## src/tclp_pkg.sv

```systemverilog
// Shared types, constants and lookup functions for the command line parser.
package tclp_pkg;

    localparam int LINE_CHARS = 64;
    localparam int WORD_COUNT = 8;
    localparam int TABLE_MAX  = 8;
    localparam int BOOT_MIN_CHARS = 9;
    localparam int OUT_PAD_W  = 7;

    typedef logic [3:0] cmd_t;
    localparam cmd_t CMD_EMPTY   = 4'd0;
    localparam cmd_t CMD_BOOT    = 4'd1;
    localparam cmd_t CMD_HELP    = 4'd2;
    localparam cmd_t CMD_CLEAR   = 4'd3;
    localparam cmd_t CMD_MD      = 4'd4;
    localparam cmd_t CMD_MW      = 4'd5;
    localparam cmd_t CMD_MTEST   = 4'd6;
    localparam cmd_t CMD_CACHE_CTL = 4'd7;
    localparam cmd_t CMD_VERSION = 4'd8;
    localparam cmd_t CMD_UNKNOWN = 4'd9;

    localparam logic [1:0] TGT_NONE  = 2'd0;
    localparam logic [1:0] TGT_ICACHE = 2'd1;
    localparam logic [1:0] TGT_DCACHE = 2'd2;

    localparam logic [1:0] ACT_INVALIDATE = 2'd0;
    localparam logic [1:0] ACT_DISABLE    = 2'd1;
    localparam logic [1:0] ACT_ENABLE     = 2'd2;

    localparam logic [7:0] CH_NUL   = 8'h00;
    localparam logic [7:0] CH_SPACE = 8'h20;
    localparam logic [7:0] CH_DASH  = 8'h2D;
    localparam logic [7:0] CH_ZERO  = 8'h30;
    localparam logic [7:0] CH_X     = 8'h78;
    localparam logic [7:0] CH_I     = 8'h69;
    localparam logic [7:0] CH_D     = 8'h64;

    typedef enum logic [5:0] {
        PH_NAME   = 6'b000001,
        PH_SKIP   = 6'b000010,
        PH_DASHED = 6'b000100,
        PH_LEAD0  = 6'b001000,
        PH_DIGITS = 6'b010000,
        PH_DONE   = 6'b100000
    } phase_t;

    typedef struct packed {
        logic [1:0]  act;
        logic [1:0]  tgt;
        logic [31:0] v2;
        logic [31:0] v1;
        logic        err;
        cmd_t        code;
    } result_t;

    // Command word text, first character in the top byte.
    function automatic logic [63:0] word_text(input logic [2:0] w);
        logic [63:0] t;
        case (w)
            3'd0:    t = {"boot", 32'd0};
            3'd1:    t = {"help", 32'd0};
            3'd2:    t = {"clear", 24'd0};
            3'd3:    t = {"md", 48'd0};
            3'd4:    t = {"mw", 48'd0};
            3'd5:    t = {"mtest", 24'd0};
            3'd6:    t = {"cache", 24'd0};
            3'd7:    t = {"version", 8'd0};
            default: t = 64'd0;
        endcase
        return t;
    endfunction

    function automatic logic [7:0] word_char(input logic [2:0] w, input logic [2:0] p);
        logic [63:0] t;
        t = word_text(w);
        return t[8 * (7 - int'(p)) +: 8];
    endfunction

    function automatic logic [3:0] word_len(input logic [2:0] w);
        logic [3:0] n;
        case (w)
            3'd0:    n = 4'd4;
            3'd1:    n = 4'd4;
            3'd2:    n = 4'd5;
            3'd3:    n = 4'd2;
            3'd4:    n = 4'd2;
            3'd5:    n = 4'd5;
            3'd6:    n = 4'd5;
            3'd7:    n = 4'd7;
            default: n = 4'd0;
        endcase
        return n;
    endfunction

    // {valid, digit}
    function automatic logic [4:0] hex_val(input logic [7:0] c);
        logic [4:0] r;
        r = 5'd0;
        if (c >= "0" && c <= "9")
            r = {1'b1, 4'(c - "0")};
        else if (c >= "a" && c <= "f")
            r = {1'b1, 4'(c - "a" + 8'd10)};
        else if (c >= "A" && c <= "F")
            r = {1'b1, 4'(c - "A" + 8'd10)};
        return r;
    endfunction

endpackage

```

## src/text_command_line_parser.sv

```systemverilog
// Console command line parser: one character per transaction, one result per line.
//
//  channel | dir | tdata fields (low bit up)                                   | tlast
//  s_*     | in  | [7:0] char_code                                             | end_of_line
//  m_*     | out | [3:0] command_code, [4] parse_error, [36:5] first_value,     | -
//          |     | [68:37] second_value, [70:69] cache_target, [72:71] action   |
//
// One transaction per cycle sustained; a character is registered, then folded
// into the parse state the next cycle; an end-of-line goes through the input
// register and then the result register before m_tvalid rises. The input and
// result registers decouple the sides; only an end-of-line waiting on a full
// result register stalls the input. Reset returns to the start-of-line state.
module text_command_line_parser #(
    parameter int LINE_CHARS = tclp_pkg::LINE_CHARS,
    parameter int WORD_COUNT = tclp_pkg::WORD_COUNT
) (
    input  logic        clk,
    input  logic        rst_n,
    input  logic        s_tvalid,
    output logic        s_tready,
    input  logic [7:0]  s_tdata,   // [7:0] char_code
    input  logic        s_tlast,   // end_of_line
    output logic        m_tvalid,
    input  logic        m_tready,
    output logic [79:0] m_tdata    // code, error, first, second, target, action, pad
);
    import tclp_pkg::*;

    localparam int CountW     = $clog2(LINE_CHARS + 1);
    localparam int TableWords = (WORD_COUNT < TABLE_MAX) ? WORD_COUNT : TABLE_MAX;

    // input register
    logic       in_v_reg;
    logic [7:0] ch_reg;
    logic       eol_reg;

    // parse state
    logic [CountW-1:0]     line_count_reg, line_count_next;
    phase_t                phase_reg, phase_next;
    logic [TableWords-1:0] mask_reg, mask_next;
    logic [1:0]            field_reg, field_next;
    logic [31:0]           op_reg [3];
    logic [31:0]           op_next [3];
    logic [7:0]            cache_chr_reg [2];
    logic [7:0]            cache_chr_next [2];
    logic [1:0]            cache_cnt_reg, cache_cnt_next;
    logic                  ended_reg, ended_next;

    // result register
    logic    out_v_reg;
    result_t out_reg, res;

    logic        out_free, proc_fire, take_char;
    logic        sp, is_dash, is_zero, is_x, is_hex;
    logic [3:0]  dig;
    logic [4:0]  hx;
    logic [31:0] op_cur;
    logic        op_we;
    logic        fail;

    assign out_free  = !out_v_reg || m_tready;
    assign proc_fire = in_v_reg && (!eol_reg || out_free);
    assign s_tready  = !in_v_reg || proc_fire;
    assign m_tvalid  = out_v_reg;
    assign m_tdata   = {{OUT_PAD_W{1'b0}}, out_reg};

    assign take_char = proc_fire && !eol_reg && !ended_reg
                       && (line_count_reg < CountW'(LINE_CHARS));

    assign hx      = hex_val(ch_reg);
    assign is_hex  = hx[4];
    assign dig     = hx[3:0];
    assign sp      = (ch_reg == CH_SPACE);
    assign is_dash = (ch_reg == CH_DASH);
    assign is_zero = (ch_reg == CH_ZERO);
    assign is_x    = (ch_reg == CH_X);

    always_comb
    begin
        op_cur = 32'd0;
        for (int k = 0; k < 3; k++)
        begin
            if (field_reg == 2'(k))
                op_cur = op_reg[k];
        end
    end

    // character path
    always_comb
    begin
        line_count_next = line_count_reg;
        phase_next      = phase_reg;
        mask_next       = mask_reg;
        field_next      = field_reg;
        cache_cnt_next  = cache_cnt_reg;
        ended_next      = ended_reg;
        op_we           = 1'b0;
        fail            = 1'b0;
        for (int k = 0; k < 3; k++)
            op_next[k] = op_reg[k];
        for (int k = 0; k < 2; k++)
            cache_chr_next[k] = cache_chr_reg[k];

        if (take_char)
        begin
            if (ch_reg == CH_NUL)
            begin
                ended_next = 1'b1;
            end
            else
            begin
                for (int i = 0; i < TableWords; i++)
                begin
                    if (line_count_reg < CountW'(word_len(3'(i)))
                        && word_char(3'(i), line_count_reg[2:0]) != ch_reg)
                        mask_next[i] = 1'b0;
                end

                case (phase_reg)
                    PH_NAME:
                    begin
                        if (sp)
                            phase_next = PH_SKIP;
                    end
                    PH_SKIP:
                    begin
                        // operand start: optional dash, optional 0x, digits
                        if (!sp)
                        begin
                            if (is_dash)
                                phase_next = PH_DASHED;
                            else if (is_zero)
                                phase_next = PH_LEAD0;
                            else if (is_hex)
                            begin
                                phase_next = PH_DIGITS;
                                op_we      = 1'b1;
                            end
                            else
                                phase_next = PH_DONE;
                        end
                    end
                    PH_DASHED:
                    begin
                        if (is_zero)
                            phase_next = PH_LEAD0;
                        else if (is_hex)
                        begin
                            phase_next = PH_DIGITS;
                            op_we      = 1'b1;
                        end
                        else
                            fail = 1'b1;
                    end
                    PH_LEAD0:
                    begin
                        if (is_x)
                            phase_next = PH_DIGITS;
                        else if (is_hex)
                        begin
                            phase_next = PH_DIGITS;
                            op_we      = 1'b1;
                        end
                        else
                            fail = 1'b1;
                    end
                    PH_DIGITS:
                    begin
                        if (is_hex)
                            op_we = 1'b1;
                        else
                            fail = 1'b1;
                    end
                    PH_DONE:
                    begin
                        phase_next = PH_DONE;
                    end
                    default:
                    begin
                        phase_next = PH_DONE;
                    end
                endcase

                // non-hex ends the operand; the same char may open the next one
                if (fail)
                begin
                    if (field_reg == 2'd2)
                        phase_next = PH_DONE;
                    else if (sp)
                    begin
                        phase_next = PH_SKIP;
                        field_next = field_reg + 2'd1;
                    end
                    else if (is_dash)
                    begin
                        phase_next = PH_DASHED;
                        field_next = field_reg + 2'd1;
                    end
                    else
                        phase_next = PH_DONE;
                end

                if (op_we)
                begin
                    for (int k = 0; k < 3; k++)
                    begin
                        if (field_reg == 2'(k))
                            op_next[k] = {op_cur[27:0], dig};
                    end
                end

                if (phase_reg != PH_NAME && cache_cnt_reg < 2'd2 && !sp)
                begin
                    cache_chr_next[cache_cnt_reg[0]] = ch_reg;
                    cache_cnt_next = cache_cnt_reg + 2'd1;
                end

                line_count_next = line_count_reg + CountW'(1);
            end
        end

        // end of line: back to the start-of-line state
        if (proc_fire && eol_reg)
        begin
            line_count_next = '0;
            phase_next      = PH_NAME;
            mask_next       = '1;
            field_next      = 2'd0;
            cache_cnt_next  = 2'd0;
            ended_next      = 1'b0;
            for (int k = 0; k < 3; k++)
                op_next[k] = 32'd0;
            for (int k = 0; k < 2; k++)
                cache_chr_next[k] = 8'd0;
        end
    end

    // line result
    always_comb
    begin
        res = '0;
        if (line_count_reg == '0)
            res.code = CMD_EMPTY;
        else
        begin
            res.code = CMD_UNKNOWN;
            for (int i = TableWords - 1; i >= 0; i--)
            begin
                if (mask_reg[i] && line_count_reg >= CountW'(word_len(3'(i))))
                    res.code = 4'(i + 1);
            end
        end

        case (res.code)
            CMD_BOOT:
            begin
                if (line_count_reg >= CountW'(BOOT_MIN_CHARS))
                begin
                    res.v1  = op_reg[0];
                    res.v2  = op_reg[2];
                    res.err = (op_reg[0] == 32'd0) || (op_reg[2] == 32'd0);
                end
            end
            CMD_MD, CMD_MW:
            begin
                res.v1  = op_reg[0];
                res.v2  = op_reg[1];
                res.err = (op_reg[1] == 32'd0);
            end
            CMD_CACHE_CTL:
            begin
                if (cache_chr_reg[0] == CH_I)
                    res.tgt = TGT_ICACHE;
                else if (cache_chr_reg[0] == CH_D)
                    res.tgt = TGT_DCACHE;
                else
                    res.tgt = TGT_NONE;

                if (res.tgt == TGT_NONE)
                    res.err = 1'b1;
                else if (cache_chr_reg[1] == CH_I)
                    res.act = ACT_INVALIDATE;
                else if (cache_chr_reg[1] == CH_ZERO)
                    res.act = ACT_DISABLE;
                else
                    res.act = ACT_ENABLE;
            end
            default:
            begin
                res.err = 1'b0;
            end
        endcase
    end

    always_ff @(posedge clk or negedge rst_n)
    begin
        if (!rst_n)
        begin
            in_v_reg       <= 1'b0;
            out_v_reg      <= 1'b0;
            line_count_reg <= '0;
            phase_reg      <= PH_NAME;
            mask_reg       <= '1;
            field_reg      <= 2'd0;
            cache_cnt_reg  <= 2'd0;
            ended_reg      <= 1'b0;
            for (int k = 0; k < 3; k++)
                op_reg[k] <= 32'd0;
            for (int k = 0; k < 2; k++)
                cache_chr_reg[k] <= 8'd0;
        end
        else
        begin
            if (s_tready)
                in_v_reg <= s_tvalid;
            if (proc_fire && eol_reg)
                out_v_reg <= 1'b1;
            else if (m_tready)
                out_v_reg <= 1'b0;
            line_count_reg <= line_count_next;
            phase_reg      <= phase_next;
            mask_reg       <= mask_next;
            field_reg      <= field_next;
            cache_cnt_reg  <= cache_cnt_next;
            ended_reg      <= ended_next;
            for (int k = 0; k < 3; k++)
                op_reg[k] <= op_next[k];
            for (int k = 0; k < 2; k++)
                cache_chr_reg[k] <= cache_chr_next[k];
        end
    end

    always_ff @(posedge clk)
    begin
        if (s_tready && s_tvalid)
        begin
            ch_reg  <= s_tdata;
            eol_reg <= s_tlast;
        end
        if (proc_fire && eol_reg)
            out_reg <= res;
    end

    a_line_restart: assert property (@(posedge clk) disable iff (!rst_n)
        proc_fire && eol_reg |=> line_count_reg == '0 && mask_reg == '1
                                 && phase_reg == PH_NAME)
        else $error("parse state not cleared after end of line");

    a_result_source: assert property (@(posedge clk) disable iff (!rst_n)
        $rose(out_v_reg) |-> $past(proc_fire && eol_reg))
        else $error("result raised without an end-of-line transaction");

    a_error_cmd: assert property (@(posedge clk) disable iff (!rst_n)
        out_v_reg && out_reg.err |-> out_reg.code == CMD_BOOT || out_reg.code == CMD_MD
                                     || out_reg.code == CMD_MW
                                     || out_reg.code == CMD_CACHE_CTL)
        else $error("parse error flagged for a command without operands");

    a_count_bound: assert property (@(posedge clk) disable iff (!rst_n)
        line_count_reg <= CountW'(LINE_CHARS))
        else $error("line count beyond line length");

endmodule
```

## config.mk

```make
export PLATFORM = sky130hd
export DESIGN_NAME = text_command_line_parser
export DESIGN_NICKNAME = d
export VERILOG_FILES = /design/src/tclp_pkg.sv /design/src/text_command_line_parser.sv
export SDC_FILE = /design/constraint.sdc
export NUM_CORES = 1
export LEC_CHECK = 0
export BUFFER_PORTS_ARGS = -buffer_cell sky130_fd_sc_hd__buf_2
export CAP_MARGIN = 20
export CORE_UTILIZATION = 39
export CTS_CLUSTER_DIAMETER = 80
export CTS_CLUSTER_SIZE = 12
export DETAILED_ROUTE_END_ITERATION = 6
export GPL_TIMING_DRIVEN = 0
export PLACE_DENSITY_LB_ADDON = 0.3
export SYNTH_ARGS = -nofsm -noshare
export SYNTH_HDL_FRONTEND = slang
export SYNTH_SLANG_ARGS = --single-unit
export TNS_END_PERCENT = 50
```

## constraint.sdc

```tcl
create_clock -name clk -period 3.25 [get_ports clk]
set_input_delay 0.65 -clock clk [delete_from_list [all_inputs] [get_ports clk]]
set_output_delay 0.65 -clock clk [all_outputs]
set_load 0.02 [all_outputs]
```

After elaboration in Yosys (flattened, before gate mapping)
Cells that the tools add are included.
- bits in registers: 222
- output and inout port bits: 82
- equality and inequality tests: 33
- bitwise gates (word level): 2
- $add $sub $neg: 9
- shifts and indexed selects: 8
- $lt $le $gt $ge: 19
- reductions and logical operators: 80
- mux-type cells: 124
- operator list (cell ; number):
    $mux 64 ; 16
    $shiftx 64x7->8 ; 8
    $mux 96 ; 4
    $pmux 64 s2 ; 1
    $logic_not 32->1 ; 3
    $mux 32 ; 3
    $mux 6 ; 15
    $mux 4 ; 20
    $mux 65 ; 1
    $mux 16 ; 4
    $ne 8x8->1 ; 8
    $mux 28 ; 2
    $reduce_bool 2->1 ; 17
    $eq 8x6->1 const B ; 4
    $eq 8x7->1 const B ; 4
    $mux 8 ; 4
    $mux 2 ; 15
    $pmux 6 s5 ; 1
    $ge 7x4->1 ; 4
    $logic_and 1x1->1 ; 28
    $lt 7x4->1 ; 4
    $mux 1 ; 27
    $reduce_and 3->1 ; 9
    $mux 7 ; 3
    other kinds (45) ; 70

Longest topological paths before layout
- depth after elaboration: 18
- gate-level depth with buffers: 12

Least setup slack after synthesis
No wires, ideal clock.
- kind: input to register
- start: in m_tready
- end: reg out_reg (netlist bit m_tdata[0]) (enable)
- data arrival time: 3314 ps
- buffers on the path: 2
- path slack: -531 ps
- setup time: 467 ps
- cell stages on the path: 5
- data required time: 2783 ps
- cell sequence: nand2b_1 -> nand3_1 -> inv_1 -> buf_6 -> clkbuf_1
- longest elaborated chain between the ends: 4
- ends and longest elaborated chain (element ; line ; source):
    from (decl) ; text_command_line_parser.sv:24 ; input logic m_tready,
    $logic_or 1x1->1 ; text_command_line_parser.sv:61 ; assign out_free = !out_v_reg || m_tready;
    $logic_or 1x1->1 ; text_command_line_parser.sv:62 ; assign proc_fire = in_v_reg && (!eol_reg || out_free);
    $logic_and 1x1->1 ; text_command_line_parser.sv:62 ;
    $logic_and 1x1->1 ; text_command_line_parser.sv:340 ; if (proc_fire && eol_reg)
    to (signal assigned) ; text_command_line_parser.sv:341 ; out_reg <= res;
    to (decl) ; text_command_line_parser.sv:51 ; result_t out_reg, res;
No other way between the ends.
A chain may end at the register's enable or synchronous reset.

Final worst setup path
- start: reg line_count_reg[0]
- end: reg mask_reg[1]
- longest elaborated chain between the ends: 6
- elaborated cells on any way between the ends: 10
- ends and longest elaborated chain (element ; line ; source):
    from (decl) ; text_command_line_parser.sv:38 ; logic [CountW-1:0] line_count_reg, line_count_next;
    from (signal assigned) ; text_command_line_parser.sv:320 ; line_count_reg <= line_count_next;
    $sub 3x3->4 ; tclp_pkg.sv:76 ; return t[8 * (7 - int'(p)) +: 8];
    $shiftx 64x7->8 ; tclp_pkg.sv:76 ;
    $ne 8x8->1 ; text_command_line_parser.sv:115 ; && word_char(3'(i), line_count_reg[2:0]) != ch_reg)
    $logic_and 1x1->1 ; text_command_line_parser.sv:115 ;
    $reduce_bool 2->1 (no line) ; - ;
    $reduce_and 3->1 (no line) * ; - ;
    to (signal assigned) ; text_command_line_parser.sv:322 ; mask_reg <= mask_next;
    to (decl) ; text_command_line_parser.sv:40 ; logic [TableWords-1:0] mask_reg, mask_next;
Every way passes the cells marked *; elsewhere a longest branch is shown, timed or not.

==> run_results.csv <==
group,metric,value,unit
floorplan,fp.dieW,173,um
clocking,cts.sinks,222,
place,pre_cts_slack,-0.674,ns
power_and_ir_drop,ir_drop,0.321,mV
yosys,ys_ff_latch,222,
final_layout,final_cell_area,13100,um^2
yosys,synth_common_cells,"247 x nand2_1, 131 x dfrtp_1, 103 x a21oi_1, 82 x edfxtp_1, 81 x o21ai_0",
global_routing,gr-usage-all-layers,0.211,
clocking,htree_levels,1,
power_and_ir_drop,p_total,7.61,mW
final_layout,largest_reg_flops,96,
timing,slew_viol_final,0,
floorplan,num_rows,62,
final_layout,final_layout_size_suffix_gt1_frac,0.160,
timing,setup_viol,0,
timing,hold_violations,0,
global_routing,antenna_found_initial,0,
final_layout,layout-area-overhead-vs-synth,15.1,%
setup_path,cpPeakStageDelay,0.63,ns
yosys,syn_area,11400,um^2
clocking,clk_pin_slew_worst_paths,0.07,ns
yosys,synth-xor-area-share,0.0192,
routing,wirelength,31400,um
yosys,synth_area_leaders,"dfrtp_1 29%, edfxtp_1 22%, nand2_1 8.1%",
floorplan,die_y,173,um
place,place.gp.congestion,0.894,
yosys,synth-simple-area-share,0.199,
final_layout,diodes,0,
clocking,tritoncts,"built",
place,place_hpwl,22400,um
hold_path,hp-class,"input pin to async pin",
flow_run,maxCapViolCount,0,
routing,vias,9257,
yosys,synth-compound-area-share,0.157,
yosys,synthFlopType,"dfrtp_1",
power_and_ir_drop,powerDensity,580,nW/um^2
setup_path,crit_top_cell,"clkbuf_1",
floorplan,coreArea,28800,um^2
yosys,yosys_warnings,0,
routing,first_iter_violations,903,
setup_path,end_kind,"register",
power_and_ir_drop,power_leakage,5.26,nW
place,port_buffers,87,
routing,post_drt_wl_per_cell,18.6,um
power_and_ir_drop,combPwrFrac,0.252,
routing,first_pass_iters,6,
timing,setup_slack,0.0761,ns
setup_path,worstPathArrival,3.62,ns
setup_path,crit_required,3.70,ns
timing,grt_setup_unrepaired,"yes",
yosys,syn-instance-count,1165,
clocking,cts_root_buf,"clkbuf_16",
final_layout,fill_cells,2739,
setup_path,cp_slowest_cell,"a2111oi_1",
yosys,async_flop_share,0.631,
yosys,synth_edf_count,82,
timing,clock.fmax,315,MHz
yosys,synth_fa_ha_area_frac,0.0132,
power_and_ir_drop,p_switching,2.49,mW
yosys,synth.largest_area_cell,"dfrtp_1",
floorplan,pin_count,95,
floorplan,initial_core_util,0.397,
global_routing,grt_max_degree,94,
routing,ant_nets,0,
final_layout,nNetsFinal,1311,
timing,timing.slew.headroom,0.368,
routing,drc,0,
timing,tightestPinTransition,0.949,ns
power_and_ir_drop,clockPowerShare,0.310,
clocking,cts_buffers,22,
power_and_ir_drop,p_int,5.12,mW
global_routing,grt-ovfl-total,0,
yosys,synth_top_area_share,0.287,
place,placed_area,12400,um^2
yosys,seq_area_frac_synth,0.524,
timing,min_period,3.17,ns
timing,fin_crit_sh,0.977,
yosys,ys_types,87,
setup_path,cp_max_fo,10,
routing,vias_per_cell,5.49,
setup_path,path_class,"register to register",
clocking,cts_buffer_depth,3,
timing,fin_worst_skew,0.0180,ns
setup_path,path_buf_inv,3,
yosys,avgSynthCellArea,9.80,um^2
setup_path,crit_chain,"clkbuf_1 -> inv_1 -> ha_1 -> clkbuf_1 -> nor2b_1 -> o211ai_1 -> a21o_1 -> a2111oi_1 -> o21ai_0 -> nand2_1",
yosys,synth_top_family_by_area,"simple AND/OR/NAND/NOR gates",
floorplan,die_area,30000,um^2
setup_path,worstSetupStartpointType,"register",
clocking,clk_latency,0.51,ns
setup_path,path_delay_family,"compound AO/OA/AOI/OAI gates",
yosys,yosysMostFrequentCell,"nand2_1",
yosys,synthMuxAreaShare,0.0374,
global_routing,grt_pass1_wl,50500,um
global_routing,grt_pass1_vias,8919,
status,outcome,"finished, final reports clean",
power_and_ir_drop,power_frac_seq,0.437,
power_and_ir_drop,p_sw_frac,0.327,
clocking,cts_hold_buf,0,
## cell usage in the layout (no fill, tap or decap), types with 9 or more instances in the layout
master and count:
inv_1 20, ha_1 11, nor2b_1 41, clkbuf_1 49
nand2_1 247, dfstp_2 9, xnor2_1 18, nor2_1 36
nand4_1 10, dfrtp_1 130, o21ai_0 80, buf_2 102
edfxtp_1 82, nor3_1 16, buf_4 16, buf_6 12
a22o_1 33, a21oi_1 102, clkbuf_16 23, nor4_1 29
mux2i_1 34, nand3_1 29
## final cells by class
class | instances | area [um^2] | area share
Clock buffer | 38 | 632 | 0.0481
Timing Repair Buffer | 93 | 519 | 0.0395
Clock inverter | 1 | 7.51 | 0.000571
Buffer | 86 | 492 | 0.0374
Multi-Input combinational cell | 839 | 4940 | 0.376
Tap cell | 384 | 480 | 0.0366
Inverter | 22 | 85.1 | 0.00648
Sequential cell | 222 | 5980 | 0.455
## per-layer routing
layer	track usage	routed length (um)	part of all wire
met5	0	0	0
met2	0.328	14000	0.45
met4	0.0597	727	0.023
met1	0.307	14400	0.46
met3	0.0290	2180	0.070
## logic make-up (layout without fill, tap and decap cells)
family,after synthesis,after routing
and+or+nand+nor,472,472
AOI/OAI and AO/OA,282,282
DFF,222,222
buffers and inverters,110,240
muxes,41,41
xor gates and xnor gates,25,25
adders and majority gates,12,12
other,1,7
## power by group through the flow
| stage | clock [mW] | sequential [mW] | combinational [mW] |
|---|---|---|---|
| after floorplan | 0 | 3.38 | 1.30 |
| after global placement | 0 | 3.36 | 1.84 |
| after detailed placement | 0 | 3.36 | 1.88 |
| after CTS | 2.41 | 3.31 | 1.91 |
| after global routing | 2.52 | 3.36 | 2.10 |
| final | 2.36 | 3.33 | 1.92 |
## repair_timing
| item | 4_1_cts | 5_1_grt |
|---|---|---|
| setup endpoints to repair | 196 | 159 |
| pin swaps | 2 | 1 |
| setup buffers | 3 | 1 |
| resized for setup | 15 | 8 |
## worst paths after layout
| check | slack [ns] | endpoint | depth (start not counted) | startpoint |
|---|---|---|---|---|
| max reg2reg | 0.08 | mask_reg[1] | 10 | line_count_reg[0] |
| max in group asynchronous | 2.31 | op_reg[38] | 2 | rst_n |
| min | 0.07 | cache_chr_reg[11] | 1 | rst_n |
| min reg2reg | 0.48 | cache_cnt_reg[1] | 2 | cache_cnt_reg[1] |
| min in group clk | 0.32 | ch_reg[6] | 1 | s_tdata[6] |
| max | 0.08 | mask_reg[1] | 10 | line_count_reg[0] |
## through the flow
step	TNS [ns]	util	std cells	hold WS, ns
after floorplan	0	-	1171	0.354
after global placement	-168.81	0.429	1642	0.455
after detailed placement	-71.52	0.431	1644	0.463
after CTS	0	0.456	1685	0.0839
after global routing	-0.0865	0.456	1685	0.110
final	0	0.456	1685	0.0738
## worst register-to-register path, stage by stage, from the launching register on
cell and delay, ns:
dfrtp_1 0.43, clkbuf_1 0.47, inv_1 0.13, ha_1 0.30
clkbuf_1 0.30, nor2b_1 0.28, o211ai_1 0.11, a21o_1 0.21
a2111oi_1 0.63, o21ai_0 0.15, nand2_1 0.10
Note: power is estimated with default switching activity, not from simulation.
